File: src/design/linked_deque_pool_core_macros.svh
// assertion macros used by the linked deque pool rtl
// expects clk and rst to be visible where a macro is used
`ifndef LINKED_DEQUE_POOL_CORE_MACROS_SVH
`define LINKED_DEQUE_POOL_CORE_MACROS_SVH

// property that must hold at every edge out of reset
`define LDP_ASSERT_ALWAYS(lbl, cond) \
  lbl: assert property (@(posedge clk) disable iff (rst) (cond)) \
    else $error("linked deque pool invariant violated");

// implication checked in the cycle after the antecedent
`define LDP_ASSERT_NEXT(lbl, ante, cons) \
  lbl: assert property (@(posedge clk) disable iff (rst) (ante) |=> (cons)) \
    else $error("linked deque pool sequence violated");

`endif

File: src/design/ldp_pkg.sv
// shared types and constants of the linked deque pool
// no dependencies
`default_nettype none

package ldp_pkg;

  localparam int LDP_POOL_DEPTH = 64;
  localparam int LDP_VALUE_BITS = 64;

  localparam int IN_W    = 80;
  localparam int OUT_W   = 80;
  localparam int MODE_W  = 3;
  localparam int VALUE_W = 64;
  localparam int POS_W   = 6;
  localparam int STAT_W  = 2;
  localparam int SLOT_W  = 6;
  localparam int LEN_W   = 7;

  typedef enum logic [MODE_W-1:0] {
    MODE_PUSH_FRONT = 3'd0,
    MODE_PUSH_BACK  = 3'd1,
    MODE_POP_FRONT  = 3'd2,
    MODE_POP_BACK   = 3'd3,
    MODE_FIND       = 3'd4,
    MODE_INSERT     = 3'd5
  } ldp_mode_t;

  typedef enum logic [STAT_W-1:0] {
    ST_OK       = 2'd0,
    ST_EMPTY    = 2'd1,
    ST_FULL     = 2'd2,
    ST_NOTFOUND = 2'd3
  } ldp_status_t;

  typedef enum logic [3:0] {
    CMD_NOP        = 4'd0,
    CMD_LOAD       = 4'd1,
    CMD_SCAN       = 4'd2,
    CMD_PUSH_A     = 4'd3,
    CMD_PUSH_B     = 4'd4,
    CMD_POP_RD     = 4'd5,
    CMD_POP_UPD    = 4'd6,
    CMD_WALK_START = 4'd7,
    CMD_FIND_STEP  = 4'd8,
    CMD_INS_STEP   = 4'd9,
    CMD_INS_A      = 4'd10,
    CMD_INS_B      = 4'd11,
    CMD_SET_EMPTY  = 4'd12,
    CMD_SET_MISS   = 4'd13,
    CMD_EMIT       = 4'd14
  } ldp_cmd_t;

  typedef struct packed {
    logic [MODE_W-1:0] mode;
    logic              head_nil;
    logic              tail_nil;
    logic              count_zero;
    logic              scan_hit;
    logic              scan_last;
    logic              find_done;
    logic              walk_done;
    logic              out_busy;
  } ldp_stat_t;

endpackage

`default_nettype wire

File: src/design/ldp_ctrl.sv
// request sequencer of the linked deque pool
// depends on ldp_pkg; drives datapath commands from datapath status
`default_nettype none

module ldp_ctrl
  import ldp_pkg::*;
(
  input  wire logic      clk,
  input  wire logic      rst,
  input  wire logic      s_axis_tvalid,
  output logic           s_axis_tready,
  input  wire ldp_stat_t stat,
  output ldp_cmd_t       cmd
);

  typedef enum logic [10:0] {
    S_IDLE      = 11'b000_0000_0001,
    S_DISPATCH  = 11'b000_0000_0010,
    S_SCAN      = 11'b000_0000_0100,
    S_PUSH_A    = 11'b000_0000_1000,
    S_PUSH_B    = 11'b000_0001_0000,
    S_POP_UPD   = 11'b000_0010_0000,
    S_FIND_WALK = 11'b000_0100_0000,
    S_INS_WALK  = 11'b000_1000_0000,
    S_INS_A     = 11'b001_0000_0000,
    S_INS_B     = 11'b010_0000_0000,
    S_FIN       = 11'b100_0000_0000
  } state_t;

  state_t state, state_next;
  logic   is_push;

  assign s_axis_tready = (state == S_IDLE);
  assign is_push = (stat.mode == MODE_PUSH_FRONT) || (stat.mode == MODE_PUSH_BACK);

  always_comb begin
    state_next = state;
    cmd        = CMD_NOP;
    case (state)
      S_IDLE: begin
        if (s_axis_tvalid) begin
          cmd        = CMD_LOAD;
          state_next = S_DISPATCH;
        end
      end
      S_DISPATCH: begin
        case (stat.mode)
          MODE_PUSH_FRONT, MODE_PUSH_BACK: begin
            state_next = S_SCAN;
          end
          MODE_POP_FRONT: begin
            cmd        = stat.head_nil ? CMD_SET_EMPTY : CMD_POP_RD;
            state_next = stat.head_nil ? S_FIN : S_POP_UPD;
          end
          MODE_POP_BACK: begin
            cmd        = stat.tail_nil ? CMD_SET_EMPTY : CMD_POP_RD;
            state_next = stat.tail_nil ? S_FIN : S_POP_UPD;
          end
          MODE_FIND: begin
            cmd        = stat.head_nil ? CMD_SET_MISS : CMD_WALK_START;
            state_next = stat.head_nil ? S_FIN : S_FIND_WALK;
          end
          MODE_INSERT: begin
            if (stat.head_nil || stat.count_zero) begin
              cmd        = CMD_SET_EMPTY;
              state_next = S_FIN;
            end else begin
              cmd        = CMD_WALK_START;
              state_next = S_INS_WALK;
            end
          end
          default: begin
            state_next = S_FIN;
          end
        endcase
      end
      S_SCAN: begin
        cmd = CMD_SCAN;
        if (stat.scan_hit) begin
          state_next = is_push ? S_PUSH_A : S_INS_A;
        end else if (stat.scan_last) begin
          state_next = S_FIN;
        end
      end
      S_PUSH_A: begin
        cmd        = CMD_PUSH_A;
        state_next = S_PUSH_B;
      end
      S_PUSH_B: begin
        cmd        = CMD_PUSH_B;
        state_next = S_FIN;
      end
      S_POP_UPD: begin
        cmd        = CMD_POP_UPD;
        state_next = S_FIN;
      end
      S_FIND_WALK: begin
        cmd = CMD_FIND_STEP;
        if (stat.find_done) begin
          state_next = S_FIN;
        end
      end
      S_INS_WALK: begin
        cmd = CMD_INS_STEP;
        if (stat.walk_done) begin
          state_next = S_SCAN;
        end
      end
      S_INS_A: begin
        cmd        = CMD_INS_A;
        state_next = S_INS_B;
      end
      S_INS_B: begin
        cmd        = CMD_INS_B;
        state_next = S_FIN;
      end
      S_FIN: begin
        if (!stat.out_busy) begin
          cmd        = CMD_EMIT;
          state_next = S_IDLE;
        end
      end
      default: begin
        state_next = S_IDLE;
      end
    endcase
  end

  always_ff @(posedge clk) begin
    if (rst) begin
      state <= S_IDLE;
    end else begin
      state <= state_next;
    end
  end

endmodule

`default_nettype wire

File: config.mk
export PLATFORM = sky130hd
export DESIGN_NAME = ldp_ctrl
export DESIGN_NICKNAME = d
export VERILOG_FILES = /design/src/design/linked_deque_pool_core_macros.svh /design/src/design/ldp_pkg.sv /design/src/design/ldp_ctrl.sv
export SDC_FILE = /design/constraint.sdc
export NUM_CORES = 1
export LEC_CHECK = 0
export ABC_AREA = 0
export ABC_CLOCK_PERIOD_IN_PS = 2100
export BUFFER_PORTS_ARGS = -buffer_cell sky130_fd_sc_hd__buf_2
export CORE_ASPECT_RATIO = 0.8
export CORE_MARGIN = 5
export CORE_UTILIZATION = 50
export DETAILED_ROUTE_END_ITERATION = 7
export GPL_TIMING_DRIVEN = 0
export PLACE_DENSITY = 0.73
export SYNTH_ARGS = -nofsm -noshare
export SYNTH_HDL_FRONTEND = slang
export SYNTH_SLANG_ARGS = --single-unit
File: constraint.sdc
create_clock -name clk -period 2.1 [get_ports clk]
set_clock_uncertainty 0.15 [all_clocks]
set_input_delay 0.21 -clock clk [delete_from_list [all_inputs] [get_ports clk]]
set_output_delay 0.21 -clock clk [all_outputs]
set_load 0.1 [all_outputs]
==> results.sh <==
export IMPL_status="finished, violations left"
export IMPL_violations="setup timing"
export IMPL_tritoncts="built"
export IMPL_finalSetupTns_ns=-0.9169
export IMPL_drv_cap=0
export IMPL_async_flop_share_pct=0
export IMPL_synth_edf_count=0
export IMPL_use_met3_pct=3.175
export IMPL_yosys_area_top_type="dfxtp_1"
export IMPL_drt_pre_antenna_iters=4
export IMPL_grt_usage_pct=22.57
export IMPL_grt_antenna_before_repair=0
export IMPL_hold_class="input port to flop"
export IMPL_drive_above_1_share_pct=40.63
export IMPL_drtIter0Drc=71
export IMPL_yosys_most_used_dff="dfxtp_1"
export IMPL_leakage_nw=0.5640
export IMPL_period_share_pct=109.1
export IMPL_placedCellCount=169
export IMPL_post_synth_top_count_cell="nor2_1"
export IMPL_synth_area_leaders="dfxtp_1 23%, nor2_1 7.8%, nor3_1 5.2%"
export IMPL_setup_ws_ns=-0.1914
export IMPL_final_cells=184
export IMPL_seqCellArea_um2=229.0
export IMPL_synth_top_area_share_pct=22.95
export IMPL_syn2layout_area_growth_pct=43.94
export IMPL_end_kind="primary output"
export IMPL_final_hold_violation_count=0
export IMPL_crit_type="flop to primary output"
export IMPL_core_area_um2=1857
export IMPL_p_sw_share_pct=41.77
export IMPL_cellInternalPower_mw=0.4638
export IMPL_arrival_ns=1.93
export IMPL_top_regs="state (11)"
export IMPL_setup_viol_count_final=10
export IMPL_cts_reportedPaths_clkPinSlew_ns=0.08
export IMPL_clockPowerShare_pct=18.4
export IMPL_crit_path_start_kind="flop"
export IMPL_ioPinCount=19
export IMPL_synth_distinct_cells=47
export IMPL_place_congestion=0.8702
export IMPL_yosysSeqAreaShare_pct=22.95
export IMPL_viasPerCell=6.152
export IMPL_top_usage_layer="met2"
export IMPL_clockBufferDepth=2
export IMPL_synth_fp_nets=142
export IMPL_crit_fanout=3
export IMPL_start_util_pct=51.68
export IMPL_root_buffer="clkbuf_4"
export IMPL_timing_fmax_mhz=436.4
export IMPL_report_final_slew_viol_count=0
export IMPL_die_w_um=58.98
export IMPL_regMostFlops="state"
export IMPL_io_buffers=17
export IMPL_rsz0062_at_grt="true"
export IMPL_multi_input_area_um2=808.3
export IMPL_switching_power_mw=0.3327
export IMPL_grt_pass1_vias=1017
export IMPL_p_comb_share_pct=52.3
export IMPL_min_period_ns=2.291
export IMPL_synth_area_um2=959.7
export IMPL_synth_seq_cells=11
export IMPL_power_frac_seq_pct=29.3
export IMPL_die_area_um2=2901
export IMPL_power_density_nw_per_um2=576.6
export IMPL_grt_pass1_wl_um=4961
export IMPL_hpwl_um=1993
export IMPL_slew_headroom_pct=70.84
export IMPL_cts_sinks=11
export IMPL_die_h_um=49.19
export IMPL_grtUsageMet1_pct=31.55
export IMPL_worst_pin_slew_ns=0.4351
export IMPL_yosysWarnings=0
export IMPL_fillers=138
export IMPL_grtUsageMet2_pct=34.19
export IMPL_worstPathRequired_ns=1.74
export IMPL_largest_reg_flops=11
export IMPL_row_count=14
export IMPL_postRouteAntennaNets=0
export IMPL_finish_instance_area_um2=1381
export IMPL_num_vias=1132
export IMPL_synthCells=128
export IMPL_ctsHtreeMaxLevel=1
export IMPL_grt_max_degree=11
export IMPL_synth_commonest_cells="20 x nor2_1, 11 x dfxtp_1, 10 x nor3_1"
export IMPL_nNetsFinal=175
export IMPL_drc_errors=0
export IMPL_worstSkewPairLatency_ns=0.27
export IMPL_grt_ovfl_total=0
export IMPL_placed_area_um2=1107
export IMPL_vdd_drop_max_mv=0.5317
export IMPL_cts_made_buffers=3
export IMPL_syn_avg_cell_area_um2=7.497
export IMPL_antenna_cells=0
export IMPL_drt_total_wl_um=3025
export IMPL_wl_per_cell_um=16.44
export IMPL_holdWs_ns=0.04816
## logic make-up (layout without fill, tap and decap cells)
group                  after synthesis  count (layout)  synth area share, %
AO/OA/AOI/OAI                       24              24                16.95
XOR/XNOR                             6               6                5.476
buffers and inverters                8              40                4.954
flip-flops                          11              11                22.95
multiplexers                         1               1                1.043
AND/OR/NAND/NOR                     78              78                48.63
## worst paths after layout
kind,startpoint,end,slack [ns],cells past startpoint
max reg2reg,state[4]$_SDFFE_PP0P_,state[4]$_SDFFE_PP0P_,-0.10,9
min,stat[10],state[3]$_SDFFE_PP0P_,0.05,2
max,state[4]$_SDFFE_PP0P_,cmd[1],-0.19,5
min reg2reg,state[9]$_SDFFE_PP0P_,state[9]$_SDFFE_PP0P_,0.53,3
## what timing repair did
action                     CTS  global route
hold endpoints to repair     0             0
hold buffers                 0             0
resized for setup           35             7
setup endpoints to repair    6            12
setup buffers                7             4
pin swaps                    7             9
cloned                       0             0
## cell type report
type,instances,area share [%]
Multi-Input combinational cell,109,58.51
Timing Repair Buffer,28,16.94
Sequential cell,11,16.58
Buffer,6,3.351
Tap cell,24,2.174
Clock buffer,4,1.902
Inverter,2,0.5435
## cells in the final DEF (no fill, tap or decap), drive strengths merged, types with 3 or more instances in the layout
cell type | Yosys | layout
o21ai | 7 | 7
nand2 | 8 | 8
clkbuf | 1 | 5
a21oi | 4 | 4
buf | 5 | 33
nor2 | 20 | 20
nand4 | 3 | 3
xor2 | 5 | 5
and2 | 3 | 3
nor2b | 3 | 3
nand2b | 6 | 6
nand3 | 5 | 5
nor4 | 4 | 4
or3 | 3 | 3
nor3 | 11 | 11
dfxtp | 11 | 11
## power groups by stage
stage,Combinational (mW),Clock (mW),Sequential (mW)
global placement,0.313,0,0.234
finish,0.417,0.147,0.233
detailed placement,0.316,0,0.235
global route,0.442,0.152,0.236
floorplan,0.260,0,0.232
CTS,0.381,0.147,0.229
## layer usage
layer  up-vias  wire length (µm)
met5         -                 0
met4         0                66
met3         8               231
met2        59              1397
met1       527              1329
li1        538                 -
## critical path: stages, from the launching register on
cell     delay (ns)
dfxtp_4        0.37
nor4_4         0.37
nand4_4        0.16
or3_4          0.41
o21ai_4        0.15
buf_12         0.19
## metrics by stage
step                      power [mW]  worst slack, ns  utilization [%]
after floorplan               0.4917          -0.6151                -
after global placement        0.5475          -0.4476            59.64
after detailed placement      0.5507          -0.3882            59.64
after CTS                     0.7571          -0.2083            71.16
after global routing          0.8297          -0.2385            74.39
final                         0.7965          -0.1914            74.39
No activity file was read; power rests on OpenSTA's default activity.
